[src/first_fit_extent_allocator_assert.svh]
// Assertion macros used by the allocator top level; clocked on clk_i, off while rst_ni is low.
`ifndef FIRST_FIT_EXTENT_ALLOCATOR_ASSERT_SVH
`define FIRST_FIT_EXTENT_ALLOCATOR_ASSERT_SVH

// Property that must hold at every clock edge out of reset.
`define FFEA_ASSERT(lbl, prop, msg) \
  lbl: assert property (@(posedge clk_i) disable iff (!rst_ni) (prop)) else $error(msg);

// Same-cycle implication.
`define FFEA_ASSERT_IMP(lbl, ante, cons, msg) \
  lbl: assert property (@(posedge clk_i) disable iff (!rst_ni) (ante) |-> (cons)) \
    else $error(msg);

// Next-cycle implication.
`define FFEA_ASSERT_NXT(lbl, ante, cons, msg) \
  lbl: assert property (@(posedge clk_i) disable iff (!rst_ni) (ante) |=> (cons)) \
    else $error(msg);

`endif

[src/ffea_pkg.sv]
// Shared constants and types of the first-fit extent allocator.
`timescale 1ns / 1ps

package ffea_pkg;

  // Default bitmap size.
  localparam int unsigned NUM_BLOCKS_DEF = 256;

  // Block index / count width, fixed by the 9-bit register and length fields.
  localparam int unsigned BLK_W     = 9;
  // Bitmap row: blocks handled per cycle.
  localparam int unsigned ROW_BITS  = 8;
  localparam int unsigned ROW_SEL_W = 3;
  // Row index within the addressable block range.
  localparam int unsigned ROW_IDX_W = BLK_W - ROW_SEL_W;

  typedef enum logic [1:0] {
    STAT_OK       = 2'd0,
    STAT_NO_SPACE = 2'd1,
    STAT_INVALID  = 2'd2
  } status_e;

  typedef enum logic {
    OP_ALLOC = 1'b0,
    OP_FREE  = 1'b1
  } opcode_e;

  // Running state of the free-run search carried from row to row.
  typedef struct packed {
    logic [BLK_W-1:0] run;
    logic [BLK_W-1:0] first;
  } run_t;

  typedef struct packed {
    logic found;
    run_t carry;
  } scan_res_t;

endpackage

[src/first_fit_extent_allocator.sv]
// Top level of the first-fit extent allocator: sequencer, bitmap memory, result register.
`timescale 1ns / 1ps
//
// Command channel: an item (opcode_i, extent_length_i, extent_start_i) is taken at a
// rising edge with start high and busy low. Each item yields exactly one result word,
// shown on status_o / granted_start_o / granted_length_o / free_count_o for one cycle
// with res_strobe_o high. The receiver cannot stall; the result simply passes.
// Config channel: cfg_wdata_i is written to blocks_in_use when cfg_valid_i and
// cfg_ready_o are both high (ready in the clear pass, or while idle with start low).
// A write clears the bitmap and reloads the free count.
// Bitmap: NUM_BLOCKS bits in a memory of 8-bit rows, one row read or written per cycle.
// Clear pass: after reset and after each config write all ceil(NUM_BLOCKS/8) rows
// (32 by default) are zeroed, one per cycle; busy stays high meanwhile.
// Sequence from the accept edge to the result word:
//   - alloc rejected by length checks, or free of an empty range: result set at accept
//   - alloc: a read-ahead of the first row, R rows scanned (up to ceil(blocks_in_use/8)),
//     then W rows written for the grant; with no run found, the result follows the scan
//   - free: W rows written for the freed range
// Items are handled one at a time: a new item is taken only once busy has dropped,
// since the row scanner and the bitmap memory work through the rows in turn.

module first_fit_extent_allocator #(
  parameter int unsigned NUM_BLOCKS = ffea_pkg::NUM_BLOCKS_DEF
) (
  input  logic                        clk_i,
  input  logic                        rst_ni,
  // command channel
  input  logic                        start,
  output logic                        busy,
  input  logic                        opcode_i,
  input  logic [8:0]                  extent_length_i,
  input  logic [7:0]                  extent_start_i,
  // result
  output logic                        res_strobe_o,
  output logic [1:0]                  status_o,
  output logic [7:0]                  granted_start_o,
  output logic [8:0]                  granted_length_o,
  output logic [8:0]                  free_count_o,
  // config channel
  input  logic                        cfg_valid_i,
  output logic                        cfg_ready_o,
  input  logic [8:0]                  cfg_wdata_i
);

  localparam int unsigned BLK_W    = ffea_pkg::BLK_W;
  localparam int unsigned ROW_BITS = ffea_pkg::ROW_BITS;
  localparam int unsigned ROW_IW   = ffea_pkg::ROW_IDX_W;
  localparam int unsigned ROWS     = (NUM_BLOCKS + ROW_BITS - 1) / ROW_BITS;
  localparam int unsigned RA_W     = (ROWS > 1) ? $clog2(ROWS) : 1;
  localparam int unsigned RST_MGD  = (NUM_BLOCKS < 256) ? NUM_BLOCKS : 256;

  typedef enum logic [3:0] {
    ST_IDLE  = 4'b0001,
    ST_CLEAR = 4'b0010,
    ST_SCAN  = 4'b0100,
    ST_MARK  = 4'b1000
  } state_e;

  state_e                  state_q, state_d;
  logic [BLK_W-1:0]        managed_q, managed_d;
  logic [BLK_W-1:0]        free_q, free_d;
  logic [RA_W-1:0]         clr_row_q, clr_row_d;
  logic [ROW_IW-1:0]       rd_row_q, rd_row_d;
  logic [ROW_IW-1:0]       row_p_q, row_p_d;
  logic                    pend_q, pend_d;
  ffea_pkg::run_t          carry_q, carry_d;
  logic [BLK_W-1:0]        len_q, len_d;
  logic [BLK_W-1:0]        lo_q, lo_d;
  logic [BLK_W-1:0]        hi_q, hi_d;
  logic [ROW_IW-1:0]       mark_row_q, mark_row_d;
  logic [ROW_IW-1:0]       last_row_q, last_row_d;
  logic                    mark_set_q, mark_set_d;
  logic                    strobe_q, strobe_d;
  ffea_pkg::status_e       status_q, status_d;
  logic [7:0]              gstart_q, gstart_d;
  logic [BLK_W-1:0]        glen_q, glen_d;
  logic [BLK_W-1:0]        fcount_q, fcount_d;

  // bitmap memory
  logic [ROW_BITS-1:0]     mem_q [ROWS];
  logic [ROW_BITS-1:0]     mem_rdata_q;
  logic                    mem_we;
  logic [RA_W-1:0]         mem_waddr;
  logic [ROW_BITS-1:0]     mem_wmask;
  logic                    mem_wval;
  logic [RA_W-1:0]         mem_raddr;

  logic [ROW_BITS-1:0]     mark_mask;
  ffea_pkg::scan_res_t     scan;
  logic                    scan_last;
  logic                    accept;
  logic                    cfg_we;
  logic [BLK_W:0]          free_sum;
  logic [BLK_W:0]          free_end;
  logic [BLK_W-1:0]        free_hi;
  logic [BLK_W-1:0]        grant_hi;

  // row of the last block in an extent ending (exclusive) at hi
  function automatic logic [ROW_IW-1:0] free_hi_m1_row(input logic [BLK_W-1:0] hi);
    logic [BLK_W-1:0] last_blk;
    last_blk = hi - 1'b1;
    return last_blk[BLK_W-1:ffea_pkg::ROW_SEL_W];
  endfunction

  assign busy         = (state_q != ST_IDLE);
  // no register write at an edge that takes a command word
  assign cfg_ready_o  = ((state_q == ST_IDLE) && !start) || (state_q == ST_CLEAR);
  assign accept       = start && !busy;
  assign cfg_we       = cfg_valid_i && cfg_ready_o;

  assign res_strobe_o     = strobe_q;
  assign status_o         = status_q;
  assign granted_start_o  = gstart_q;
  assign granted_length_o = glen_q;
  assign free_count_o     = fcount_q;

  ffea_row_scan u_row_scan (
    .row_i     (mem_rdata_q),
    .row_idx_i (row_p_q),
    .managed_i (managed_q),
    .len_i     (len_q),
    .carry_i   (carry_q),
    .res_o     (scan)
  );

  // last row holding managed blocks
  assign scan_last = ({1'b0, row_p_q, ffea_pkg::ROW_SEL_W'(0)} + (BLK_W + 1)'(ROW_BITS))
                     >= {1'b0, managed_q};

  assign free_sum = (BLK_W + 1)'(free_q) + (BLK_W + 1)'(extent_length_i);
  assign free_end = (BLK_W + 1)'(extent_start_i) + (BLK_W + 1)'(extent_length_i);
  assign free_hi  = (free_end > (BLK_W + 1)'(managed_q)) ? managed_q : free_end[BLK_W-1:0];
  assign grant_hi = scan.carry.first + len_q;

  // per-bit write mask of the row being marked: blocks in [lo, hi)
  always_comb begin
    logic [BLK_W-1:0] idx;
    for (int b = 0; b < ROW_BITS; b++) begin
      idx          = {mark_row_q, ffea_pkg::ROW_SEL_W'(b)};
      mark_mask[b] = (idx >= lo_q) && (idx < hi_q);
    end
  end

  assign mem_raddr = RA_W'(rd_row_q);

  always_comb begin
    state_d    = state_q;
    managed_d  = managed_q;
    free_d     = free_q;
    clr_row_d  = clr_row_q;
    rd_row_d   = rd_row_q;
    row_p_d    = row_p_q;
    pend_d     = pend_q;
    carry_d    = carry_q;
    len_d      = len_q;
    lo_d       = lo_q;
    hi_d       = hi_q;
    mark_row_d = mark_row_q;
    last_row_d = last_row_q;
    mark_set_d = mark_set_q;
    strobe_d   = 1'b0;
    status_d   = status_q;
    gstart_d   = gstart_q;
    glen_d     = glen_q;
    fcount_d   = fcount_q;
    mem_we     = 1'b0;
    mem_waddr  = RA_W'(mark_row_q);
    mem_wmask  = mark_mask;
    mem_wval   = mark_set_q;

    case (state_q)
      ST_CLEAR: begin
        mem_we    = 1'b1;
        mem_waddr = clr_row_q;
        mem_wmask = '1;
        mem_wval  = 1'b0;
        clr_row_d = clr_row_q + 1'b1;
        if (clr_row_q == RA_W'(ROWS - 1)) begin
          state_d = ST_IDLE;
        end
      end

      ST_IDLE: begin
        if (accept) begin
          status_d = ffea_pkg::STAT_OK;
          gstart_d = '0;
          glen_d   = '0;
          if (opcode_i == ffea_pkg::OP_ALLOC) begin
            fcount_d = free_q;
            if (extent_length_i > free_q) begin
              status_d = ffea_pkg::STAT_NO_SPACE;
              strobe_d = 1'b1;
            end else if (extent_length_i == '0 || extent_length_i > managed_q) begin
              status_d = ffea_pkg::STAT_INVALID;
              strobe_d = 1'b1;
            end else begin
              len_d    = extent_length_i;
              rd_row_d = '0;
              pend_d   = 1'b0;
              carry_d  = '0;
              state_d  = ST_SCAN;
            end
          end else begin
            // free: counter saturates at the managed count
            if (free_sum > (BLK_W + 1)'(managed_q)) begin
              free_d = managed_q;
            end else begin
              free_d = free_sum[BLK_W-1:0];
            end
            fcount_d = free_d;
            lo_d     = BLK_W'(extent_start_i);
            hi_d     = free_hi;
            if (BLK_W'(extent_start_i) >= free_hi) begin
              strobe_d = 1'b1;
            end else begin
              mark_row_d = ROW_IW'(extent_start_i[7:ffea_pkg::ROW_SEL_W]);
              last_row_d = free_hi_m1_row(free_hi);
              mark_set_d = 1'b0;
              state_d    = ST_MARK;
            end
          end
        end
      end

      ST_SCAN: begin
        // read of row k overlaps the scan of row k-1
        rd_row_d = rd_row_q + 1'b1;
        row_p_d  = rd_row_q;
        pend_d   = 1'b1;
        if (pend_q) begin
          if (scan.found) begin
            lo_d       = scan.carry.first;
            hi_d       = grant_hi;
            mark_row_d = scan.carry.first[BLK_W-1:ffea_pkg::ROW_SEL_W];
            last_row_d = free_hi_m1_row(grant_hi);
            mark_set_d = 1'b1;
            free_d     = free_q - len_q;
            fcount_d   = free_q - len_q;
            gstart_d   = scan.carry.first[7:0];
            glen_d     = len_q;
            state_d    = ST_MARK;
          end else if (scan_last) begin
            status_d = ffea_pkg::STAT_NO_SPACE;
            strobe_d = 1'b1;
            state_d  = ST_IDLE;
          end else begin
            carry_d = scan.carry;
          end
        end
      end

      ST_MARK: begin
        mem_we     = 1'b1;
        mark_row_d = mark_row_q + 1'b1;
        if (mark_row_q == last_row_q) begin
          strobe_d = 1'b1;
          state_d  = ST_IDLE;
        end
      end

      default: begin
        state_d = ST_IDLE;
      end
    endcase

    // register write: reload counts and restart the clear pass
    if (cfg_we) begin
      managed_d = (32'(cfg_wdata_i) > NUM_BLOCKS) ? BLK_W'(NUM_BLOCKS) : cfg_wdata_i;
      free_d    = managed_d;
      clr_row_d = '0;
      state_d   = ST_CLEAR;
    end
  end

  always_ff @(posedge clk_i or negedge rst_ni) begin
    if (!rst_ni) begin
      state_q    <= ST_CLEAR;
      managed_q  <= BLK_W'(RST_MGD);
      free_q     <= BLK_W'(RST_MGD);
      clr_row_q  <= '0;
      rd_row_q   <= '0;
      row_p_q    <= '0;
      pend_q     <= 1'b0;
      mark_row_q <= '0;
      last_row_q <= '0;
      mark_set_q <= 1'b0;
      strobe_q   <= 1'b0;
    end else begin
      state_q    <= state_d;
      managed_q  <= managed_d;
      free_q     <= free_d;
      clr_row_q  <= clr_row_d;
      rd_row_q   <= rd_row_d;
      row_p_q    <= row_p_d;
      pend_q     <= pend_d;
      mark_row_q <= mark_row_d;
      last_row_q <= last_row_d;
      mark_set_q <= mark_set_d;
      strobe_q   <= strobe_d;
    end
  end

  // payload
  always_ff @(posedge clk_i) begin
    carry_q  <= carry_d;
    len_q    <= len_d;
    lo_q     <= lo_d;
    hi_q     <= hi_d;
    status_q <= status_d;
    gstart_q <= gstart_d;
    glen_q   <= glen_d;
    fcount_q <= fcount_d;
  end

  // bitmap memory: one bit-masked row write, one registered row read
  always_ff @(posedge clk_i) begin
    if (mem_we) begin
      for (int b = 0; b < ROW_BITS; b++) begin
        if (mem_wmask[b]) begin
          mem_q[mem_waddr][b] <= mem_wval;
        end
      end
    end
    mem_rdata_q <= mem_q[mem_raddr];
  end

`include "first_fit_extent_allocator_assert.svh"

  `FFEA_ASSERT(a_free_le_managed, free_q <= managed_q, "free count above managed count")
  `FFEA_ASSERT_IMP(a_mark_range, state_q == ST_MARK, lo_q < hi_q, "empty range in mark")
  `FFEA_ASSERT_IMP(a_fail_no_grant, res_strobe_o && status_o != ffea_pkg::STAT_OK, granted_start_o == '0 && granted_length_o == '0, "grant on failed item")
  `FFEA_ASSERT_NXT(a_accept_progress, start && !busy, busy || res_strobe_o, "item dropped")

endmodule

[src/ffea_row_scan.sv]
// Row scanner: extends the current run of free blocks across one bitmap row.
`timescale 1ns / 1ps

module ffea_row_scan (
  input  logic [ffea_pkg::ROW_BITS-1:0]  row_i,
  input  logic [ffea_pkg::ROW_IDX_W-1:0] row_idx_i,
  input  logic [ffea_pkg::BLK_W-1:0]     managed_i,
  input  logic [ffea_pkg::BLK_W-1:0]     len_i,
  input  ffea_pkg::run_t                 carry_i,
  output ffea_pkg::scan_res_t            res_o
);

  always_comb begin
    logic [ffea_pkg::BLK_W-1:0] idx;
    logic [ffea_pkg::BLK_W-1:0] run;
    logic [ffea_pkg::BLK_W-1:0] first;
    logic                       found;
    run   = carry_i.run;
    first = carry_i.first;
    found = 1'b0;
    for (int b = 0; b < ffea_pkg::ROW_BITS; b++) begin
      idx = {row_idx_i, ffea_pkg::ROW_SEL_W'(b)};
      if (!found) begin
        // blocks past the managed count act as used
        if (idx < managed_i && !row_i[b]) begin
          if (run == '0) begin
            first = idx;
          end
          run = run + 1'b1;
          if (run == len_i) begin
            found = 1'b1;
          end
        end else begin
          run = '0;
        end
      end
    end
    res_o.found       = found;
    res_o.carry.run   = run;
    res_o.carry.first = first;
  end

endmodule

[config.mk]
export PLATFORM = sky130hd
export DESIGN_NAME = first_fit_extent_allocator
export DESIGN_NICKNAME = d
export VERILOG_FILES = /design/src/ffea_pkg.sv /design/src/first_fit_extent_allocator.sv /design/src/ffea_row_scan.sv
export VERILOG_INCLUDE_DIRS = /design/src /design/src/src
export SDC_FILE = /design/constraint.sdc
export NUM_CORES = 1
export LEC_CHECK = 0
export CAP_MARGIN = 20
export CORE_ASPECT_RATIO = 0.5
export CORE_UTILIZATION = 55
export CTS_BUF_LIST = sky130_fd_sc_hd__clkbuf_16
export CTS_CLUSTER_DIAMETER = 60
export DETAILED_ROUTE_END_ITERATION = 10
export DONT_BUFFER_PORTS = 1
export PLACE_DENSITY = 0.77
export SETUP_SLACK_MARGIN = 0.4
export SLEW_MARGIN = 10
export SYNTH_ARGS = -nofsm -noshare
export SYNTH_HDL_FRONTEND = slang
export SYNTH_SLANG_ARGS = --single-unit
[constraint.sdc]
create_clock -name clk_i -period 11 [get_ports clk_i]
set_input_delay 0.55 -clock clk_i [delete_from_list [all_inputs] [get_ports clk_i]]
set_output_delay 0.55 -clock clk_i [all_outputs]
set_load 0.02 [all_outputs]
Word-level counts from Yosys, hierarchy flattened

Memories as Yosys holds them, arrays and structs flattened. A register that Yosys moved wholly into a read port is not among the register bits.
Cells that the tools add are included.

Add/subtract/negate cells: 18
Order comparisons: 31
Equality and inequality tests: 35
Muxes and demuxes: 184
Bitwise logic cells: 3
Reductions and logical operators: 55

Operators by type and width:

| kind                                                               | number |
|---|---|
| 9-bit two-way mux                                                  | 57 |
| 9-bit less-than comparator                                         | 16 |
| 18-bit two-way mux                                                 | 7 |
| 6-bit two-way mux                                                  | 14 |
| 9-bit logical NOT                                                  | 9 |
| 9-bit by 1-bit adder with 9-bit output, second input constant      | 8 |
| 9-bit equality test                                                | 8 |
| 9-bit >= comparator                                                | 8 |
| 9-bit one-hot mux with 2 select lines                              | 4 |
| 1-bit two-way mux                                                  | 67 |
| 4-bit two-way mux                                                  | 11 |
| 18-bit one-hot mux with 2 select lines                             | 1 |
| 8-bit two-way mux                                                  | 4 |
| 6-bit one-hot mux with 2 select lines                              | 2 |
| 2-bit != test, second input constant                               | 11 |
| 10-bit by 9-bit greater-than comparator with 1-bit output          | 2 |
| 5-bit AND reduction                                                | 4 |
| 1-bit logical AND                                                  | 19 |
| 9-bit greater-than comparator                                      | 2 |
| 6-bit one-hot mux with 3 select lines                              | 1 |
| 9-bit by 1-bit subtractor with 9-bit output, second input constant | 2 |
| 4-bit != test, second input constant                               | 4 |
| 4-bit one-hot mux with 4 select lines                              | 1 |
| 8-bit one-hot mux with 2 select lines                              | 1 |
| other kinds (33)                                                   | 63 |

Register bits after elaboration: 127
Memory bits (writable): 256
Input bits: 31
Output and inout port bits: 31
Word-level logic and storage cells: 347
Memories kept: 1

Memories:

| name  | words | width | rd ports | clocked after Yosys merged registers in | write ports | RTL line                         | text |
|---|---|---|---|---|---|---|---|
| mem_q | 32    | 8     | 1        | 1                                       | 1           | first_fit_extent_allocator.sv:80 | `logic [ROW_BITS-1:0] mem_q [ROWS];` |

Depth between registers and ports, before layout

Gate-level depths: netlist of run 1.

Depth after elaboration: 30
Mapped depth: 64
Gate-level depth less buffers: 58

By module

From an unflattened synthesis of run 1, not the netlist that was laid out.

Cell total of the unflattened synthesis: 2648
Area, all modules: 26633.0 um^2

Modules (own cells, without submodules):

| module                     | instances | cells each | area each (um^2) |
|---|---|---|---|
| first_fit_extent_allocator | 1         | 1672       | 20173.1 |
| ffea_row_scan              | 1         | 976        | 6459.9 |

Worst setup path after synthesis of run 1

Ideal clock, no wire load.

Path type: register to register
From: reg managed_q[8]
To: reg last_row_q[4]
Arrival: 11.991 ns
Slack: -1.116 ns
Stages on the path, launching flop included: 60
Buffers on the path: 6
Clock period less this slack: 12.116 ns
Path through: dfstp_2 inv_1 ha_1 and4_1 a31oi_1 nand2_1 buf_2 nor2_1 ha_1 buf_2 nand2_1 a311o_1 or3_1 a221o_1 a21oi_2 o211ai_2 buf_2 a21oi_1 (+24 left out) inv_1 ha_1 and4_1 and3_1 a2111oi_0 inv_1 ha_1 a21o_1 a21oi_1 nor2b_1 o21a_1 or3_1 a21oi_1 a21oi_1 nor3_1 nand2_1 xnor2_1 mux2_4

RTL lines:

| item                   | RTL line                          | text |
|---|---|---|
| start, declared        | first_fit_extent_allocator.sv:60  | `logic [BLK_W-1:0] managed_q, managed_d;` |
| start signal, assigned | first_fit_extent_allocator.sv:278 | `managed_q <= BLK_W'(RST_MGD);` |
| start signal, assigned | first_fit_extent_allocator.sv:290 | `managed_q <= managed_d;` |
| end signal, assigned   | first_fit_extent_allocator.sv:297 | `last_row_q <= last_row_d;` |
| end, declared          | first_fit_extent_allocator.sv:71  | `logic [ROW_IW-1:0] last_row_q, last_row_d;` |

==> summary.md, run 1 <==
| Metric | Value |
|---|---|
| Worst path slowest cell | or4_4 |
| Arrival time worst endpoint | 11.37 ns |
| Final antenna-violating net count | 0 |
| Tmin final | 10.94 ns |
| Asr flop ratio synth | 13.81% |
| TritonCTS clock tree | done |
| Via/cell ratio | 6.601 |
| Synthesized Nets | 2,846 |
| GR Util All Layers | 32.94% |
| Clock root buffer | clkbuf_16 |
| H-tree Lvls | 2 |
| # clock sinks | 391 |
| Chip height | 158.8 µm |
| Largest net degree at the start of global routing | 257 |
| PortBufs | 0 |
| P&R area growth vs syn | 16.79% |
| CP dominant cell by count | a21oi_2 |
| Critical path endpoint category | flip-flop |
| Post-synth top flop | edfxtp_1 |
| WL/cell | 23.75 µm |
| Slew Limit Fails | 0 |
| CTS max path bufs | 3 |
| RePlAce Congestion | 0.9915 |
| Setup violations, final | 0 |
| Worst Path Required | 11.43 ns |
| Starting DRT DRC Count | 2,819 |
| FMAX | 91.44 MHz |
| Leakage power | 11.43 nW |
| Commonest non-fill, non-tap cell in the layout | nor2_1 |
| Number of enable flip-flop cells after synthesis | 329 |
| VDD IR max | 222.8 µV |
| Placed cell count | 3,416 |
| Crit share post-route | 99.42% |
| HPWL after DPL | 58.82 mm |
| Core area | 48,500 µm² |
| DR pass1 iterations | 5 |
| Ys Warns | 0 |
| Row count | 57 |
| CP max FO | 5 |
| Pwr Density | 309.5 nW/µm² |
| Worst hold slack | 0.07687 ns |
| Starting Density | 55.77% |
| Overall power | 9.776 mW |
| CTS Buf Count | 40 |
| Sequential share of the synthesized area | 42.13% |
| Outcome | finished, final reports clean |
| Final worst slack | 0.06401 ns |
| Die ar. | 50,120 µm² |
| DRC violations left | 0 |
| Post-Syn Area | 27,050 µm² |
| R2R Setup Slk | 0.06 ns |
| Cell area after layout | 31,590 µm² |
| Antenna Cells | 0 |
| Share of cells above drive strength 1 | 22.66% |
| Initial antenna violation count | 0 |
| Sequential Area | 11,400 µm² |
| Drt total wl | 84.06 mm |
| GRT overflow | 0 |
| Final Hold Viols | 0 |
| Most frequent cells in the layout | nor2_1, edfxtp_1, buf_4 |
| Filler cells | 3,790 |
| Critical path startpoint category | flip-flop |
| Gate Count Post-Synth | 2,685 |
| Avg Cell Area, Syn | 10.07 µm² |
| Critical Setup Path Class | reg -> reg |
| Netlist cell types | 136 |
| Dpl cell area | 29,260 µm² |
| Worst-Skew Late Latency | 0.56 ns |
| Number of global-route vias before repair | 22,060 |
| HP Class | in -> reg |
| FF+latch count, synth | 391 |
| Slew @ Worst Pin | 1.173 ns |
| RSZ-0062 raised after global routing | true |
| Vias post-DR | 23,360 |
| Io pins | 62 |
| Slew Limit Headroom | 21.26% |
| Final worst clock skew | 0.01262 ns |
| Die W | 315.6 µm |
| Reg clk slew, reported paths | 0.07 ns |
| Pre-CTS setup slack | -0.01188 ns |
| Nets@finish | 3,020 |
| Slowest cell delay on critical path | 0.56 ns |
| Maximum capacitance violations | 0 |
| First-pass GRT wire length | 127.6 mm |
| Non-Filler Instances | 3,539 |
| Multi-input gate area | 15,660 µm² |
==> worst paths after layout <==
kind,start,end,cells past startpoint
setup / recovery,managed_q[8]$_DFFE_PN1P_,last_row_q[5]$_DFFE_PN0P_,52
hold / removal,cfg_valid_i,clr_row_q[4]$_DFFE_PN0P_,1
setup reg to reg,managed_q[8]$_DFFE_PN1P_,last_row_q[5]$_DFFE_PN0P_,52
hold reg to reg,rd_row_q[5]$_DFFE_PN0P_,row_p_q[5]$_DFFE_PN0P_,2
max in group asynchronous,rst_ni,managed_q[8]$_DFFE_PN1P_,2
min in group asynchronous,rst_ni,last_row_q[4]$_DFFE_PN0P_,2
==> layer usage <==
metal  global-route usage, %  share of wire (%)  vias to the layer above
li1                        -                  -                    10470
met1                   44.72                 40                    11320
met2                   53.19                 46                     1310
met3                   4.114                8.7                      265
met4                   14.47                5.1                        0
met5                       0                  0                        -
==> cells by family (layout without fill, tap and decap cells) <==
kind of cell,count (synthesis),in the layout,synth area share [%]
AO/OA/AOI/OAI,625,625,16.47
XOR/XNOR,126,126,4.358
adder cells (fa/ha/maj),130,130,6.125
buffers and inverters,221,426,3.534
flip-flops,391,391,42.13
multiplexers,123,123,8.456
AND/OR/NAND/NOR,1069,1069,18.93
==> where the power goes <==
group	switching, mW	internal (mW)
clock	0.590	0.755
combinational	3.62	2.65
sequential	0.270	1.89
==> synthesized netlist by cell type (all sizes together) (11+ instances only) <==
| library cell | number | area [µm²] |
|---|---|---|
| mux4 | 80 | 1802 |
| clkbuf | 83 | 311.6 |
| mux2 | 22 | 259.0 |
| edfxtp | 329 | 9879 |
| mux2i | 21 | 226.5 |
| or2 | 15 | 93.84 |
| a31oi | 24 | 156.4 |
| nand3 | 57 | 295.3 |
| xor2 | 27 | 244.0 |
| xnor2 | 96 | 867.1 |
| or3 | 18 | 117.6 |
| o22ai | 12 | 81.33 |
| o211a | 12 | 120.1 |
| inv | 81 | 304.0 |
| a41oi | 14 | 122.6 |
| a21o | 29 | 219.0 |
| nor3 | 72 | 396.6 |
| o21a | 23 | 172.7 |
| o31ai | 18 | 153.9 |
| nor2b | 21 | 131.4 |
| o21ai | 143 | 734.5 |
| a211oi | 39 | 315.3 |
| o211ai | 26 | 205.2 |
| nand2 | 208 | 785.8 |
| buf | 54 | 329.1 |
| nand3b | 11 | 82.58 |
| dfrtp | 51 | 1276 |
| o21bai | 12 | 90.09 |
| a21oi | 135 | 720.7 |
| ha | 126 | 1577 |
| nor4 | 40 | 271.5 |
| and4 | 11 | 98.84 |
| nor2 | 456 | 1734 |
| and3 | 35 | 219.0 |
| and2 | 21 | 131.4 |
| nand4 | 43 | 281.5 |
| nand2b | 26 | 162.7 |
==> area by class of cell <==
cell class	instances	area share, %
flip-flops and latches	391	36.09
well taps	649	2.571
multi-input cells	2073	49.59
repair buffers	269	6.702
clock buffers	41	3.248
clock inverters	32	0.7962
inverters	84	1.006
==> registers in the layout, summed over array words and instances (netlist names), 4 cells and up <==
signal and flops:
granted_length_o 9, last_row_q 6, state_q 4, mark_row_q 6
granted_start_o 8, mem_q 256, row_p_q 6, lo_q 9
rd_row_q 6, len_q 9, clr_row_q 5, free_count_o 9
carry_q 18, hi_q 9, mem_rdata_q 8, free_q 9
managed_q 9
==> worst max-delay path: cells and delay by family, from the launching register on <==
| family | cells | cell delay [ns] |
|---|---|---|
| mux | 1 | 0.38 |
| fa+ha+maj | 6 | 1.37 |
| flops | 1 | 0.55 |
| compound gates | 19 | 3.99 |
| simple gates | 18 | 3.51 |
| xor+xnor | 3 | 0.41 |
| buf+inv | 5 | 0.58 |
==> per-stage QoR <==
| step | util (%) | setup TNS, ns |
|---|---|---|
| after global placement | 60.34 | 0 |
| after CTS | 63.95 | 0 |
| after global routing | 65.13 | -1.017 |
| final | 65.13 | 0 |
| after floorplan | - | 0 |
| after detailed placement | 60.34 | -0.01533 |
==> timing repair <==
item	in CTS	in global routing
resized for setup	56	70
endpoints found under the setup margin	28	94
pin swaps	39	51
hold buffers	2	0
hold endpoints to repair	54	0
setup buffers	22	26
Note: power is estimated with default switching activity, not from simulation.
==> inputs of run 2 (changes only) <==
PLACE_DENSITY = 0.74   (was 0.77)
clock period = 13.3 ns   (was 11 ns; I/O delays follow)
==> run 2 against run 1 <==
Against the previous run: setup slack better by 0.98 ns; highest routed layer unchanged; first-iteration DRC count is 11% lower; register-to-register slack better by 0.98 ns; die area stayed put; combinational power is 32% lower; utilization is 4.2 points lower; hold slack better by 0.11 ns; non-clock buffer count is 176 lower; cell count is 5.0% lower; largest power group unchanged; clock power is 16% lower; global-route usage is 0.98 points lower.
==> summary.md, run 2 (synthesis results as in run 1) <==
| Metric | Value |
|---|---|
| Outcome | finished, final reports clean |
| Antenna Cells | 0 |
| Tmin final | 12.26 ns |
| RePlAce Congestion | 1.006 |
| Filler cells | 4,004 |
| H-tree Lvls | 2 |
| Maximum capacitance violations | 0 |
| # clock sinks | 391 |
| Chip height | 158.8 µm |
| Starting Density | 55.77% |
| CTS Buf Count | 40 |
| Setup violations, final | 0 |
| Biggest regs | mem_q (256), carry_q (18) |
| Worst-Skew Late Latency | 0.57 ns |
| WHS Path Cells | 1 |
| Commonest non-fill, non-tap cell in the layout | nor2_1 |
| CP top delay family | simple AND/OR/NAND/NOR gates |
| First-pass GRT wire length | 124.9 mm |
| Slew @ Worst Pin | 1.167 ns |
| Arrival time worst endpoint | 12.70 ns |
| TritonCTS clock tree | done |
| Worst path bufs/invs | 3 |
| Reg clk slew, reported paths | 0.07 ns |
| Final worst slack | 1.041 ns |
| Most frequent cells in the layout | nor2_1, edfxtp_1, nand2_1 |
| CTS max path bufs | 3 |
| Leakage power | 10.44 nW |
| Largest Register | mem_q |
| Pre-CTS setup slack | 0.2348 ns |
| Worst path slowest cell | dfstp_2 |
| Critical Setup Path Class | reg -> reg |
| Die W | 315.6 µm |
| Io pins | 62 |
| Core area | 48,500 µm² |
| FMAX | 81.58 MHz |
| HP Class | in -> reg |
| Worst Path Required | 13.74 ns |
| Nets@finish | 2,844 |
| Crit path depth | 53 |
| VDD IR max | 159.8 µV |
| Worst r2r path cells | 53 |
| Max reg flops | 256 |
| CP max FO | 11 |
| Post-Route Setup TNS | 0 ns |
| P&R area growth vs syn | 9.243% |
| GRT overflow | 0 |
| Final antenna-violating net count | 0 |
| Non-Filler Instances | 3,363 |
| Number of global-route vias before repair | 21,510 |
| Crit share post-route | 92.17% |
| Largest net degree at the start of global routing | 134 |
| Initial antenna violation count | 0 |
| WL/cell | 24.04 µm |
| Slew Limit Fails | 0 |
| Final Hold Viols | 0 |
| Multi-input gate area | 14,990 µm² |
| GR Util All Layers | 31.97% |
| Final worst clock skew | 0.01930 ns |
| Slew Limit Headroom | 21.87% |
| Placed cell count | 3,280 |
| DR pass1 iterations | 6 |
| Critical path startpoint category | flip-flop |
| Critical path endpoint category | flip-flop |
| DRC violations left | 0 |
| Drt total wl | 80.84 mm |
| Share of cells above drive strength 1 | 14.78% |
| Clock root buffer | clkbuf_16 |
| Via/cell ratio | 6.651 |
| Vias post-DR | 22,370 |
| Pwr Density | 244.6 nW/µm² |
| Slowest cell delay on critical path | 0.53 ns |
| Worst hold slack | 0.1864 ns |
| HPWL after DPL | 57.10 mm |
| Sequential Area | 11,400 µm² |
| Row count | 57 |
| PortBufs | 0 |
| Die ar. | 50,120 µm² |
| Starting DRT DRC Count | 2,506 |
| RSZ-0062 raised after global routing | false |
==> run 2: cell types whose count changed in the layout (fill, tap and decap cells not counted), moves of 5 or more <==
cell,previous run,this run
nor3_1,58,64
inv_1,80,85
o21ai_0,113,122
buf_4,254,90
o21ai_2,9,4
nor2_4,8,2
ha_4,9,0
buf_6,10,0
nor2_1,435,440
a21oi_2,19,11
clkinv_1,16,10
ha_1,114,126
xnor2_1,88,93
a21oi_1,109,121
==> run 2: routing by layer <==
metal	GRT usage (%)	vias to the layer above	routed length, µm
li1	-	10110	-
met1	43.55	10980	32620
met2	51.93	1078	38350
met3	4.911	191	7086
met4	11.29	0	2783
met5	0	-	0
==> run 2: worst reg2reg max path, delay by kind of cell, from the launching register on <==
family / cells / cell delay [ns]
AND/OR/NAND/NOR: 21 / 4.92
AO/OA/AOI/OAI: 19 / 3.87
adder cells (fa/ha/maj): 6 / 1.64
multiplexers: 3 / 0.76
flip-flops: 1 / 0.53
buffers and inverters: 3 / 0.31
XOR/XNOR: 1 / 0.13
==> run 2: metrics by stage <==
stage / instance area (µm²) / total power, mW / util [%]
after global routing: 29550 / 7.663 / 60.93
after detailed placement: 27910 / 5.891 / 57.55
after global placement: 27910 / 5.840 / 57.55
final: 29550 / 7.228 / 60.93
after floorplan: 27050 / 4.732 / -
after CTS: 29240 / 7.045 / 60.30
==> run 2: final timing paths <==
kind / startpoint / endpoint / slack [ns]
setup / recovery: managed_q[8]$_DFFE_PN1P_ / last_row_q[4]$_DFFE_PN0P_ / 1.04
hold / removal: cfg_valid_i / clr_row_q[4]$_DFFE_PN0P_ / 0.19
hold reg to reg: rd_row_q[5]$_DFFE_PN0P_ / rd_row_q[5]$_DFFE_PN0P_ / 0.51
min in group asynchronous: rst_ni / last_row_q[3]$_DFFE_PN0P_ / 0.70
max in group asynchronous: rst_ni / free_q[8]$_DFFE_PN1P_ / 12.27
setup reg to reg: managed_q[8]$_DFFE_PN1P_ / last_row_q[4]$_DFFE_PN0P_ / 1.04
==> run 2: repair_timing <==
| item | in CTS | in global routing |
|---|---|---|
| pin swaps | 0 | 6 |
| buffers inserted | 0 | 7 |
| hold buffers | 2 | 0 |
| resized for setup | 2 | 49 |
| endpoints found under the hold margin | 54 | 0 |
| setup endpoints to repair | 3 | 59 |
==> run 2: cell type report <==
class	count	area share (%)
Inverter	84	1.067
Multi-Input combinational cell	2073	50.72
Clock buffer	41	3.472
Tap cell	649	2.748
Sequential cell	391	38.58
Clock inverter	32	0.9062
Timing Repair Buffer	93	2.507
==> run 2: where the power goes <==
part	leakage, nW	switching (mW)	internal (mW)
logic	5.96	2.65	1.63
registers	3.80	0.255	1.57
clock network	0.677	0.500	0.628
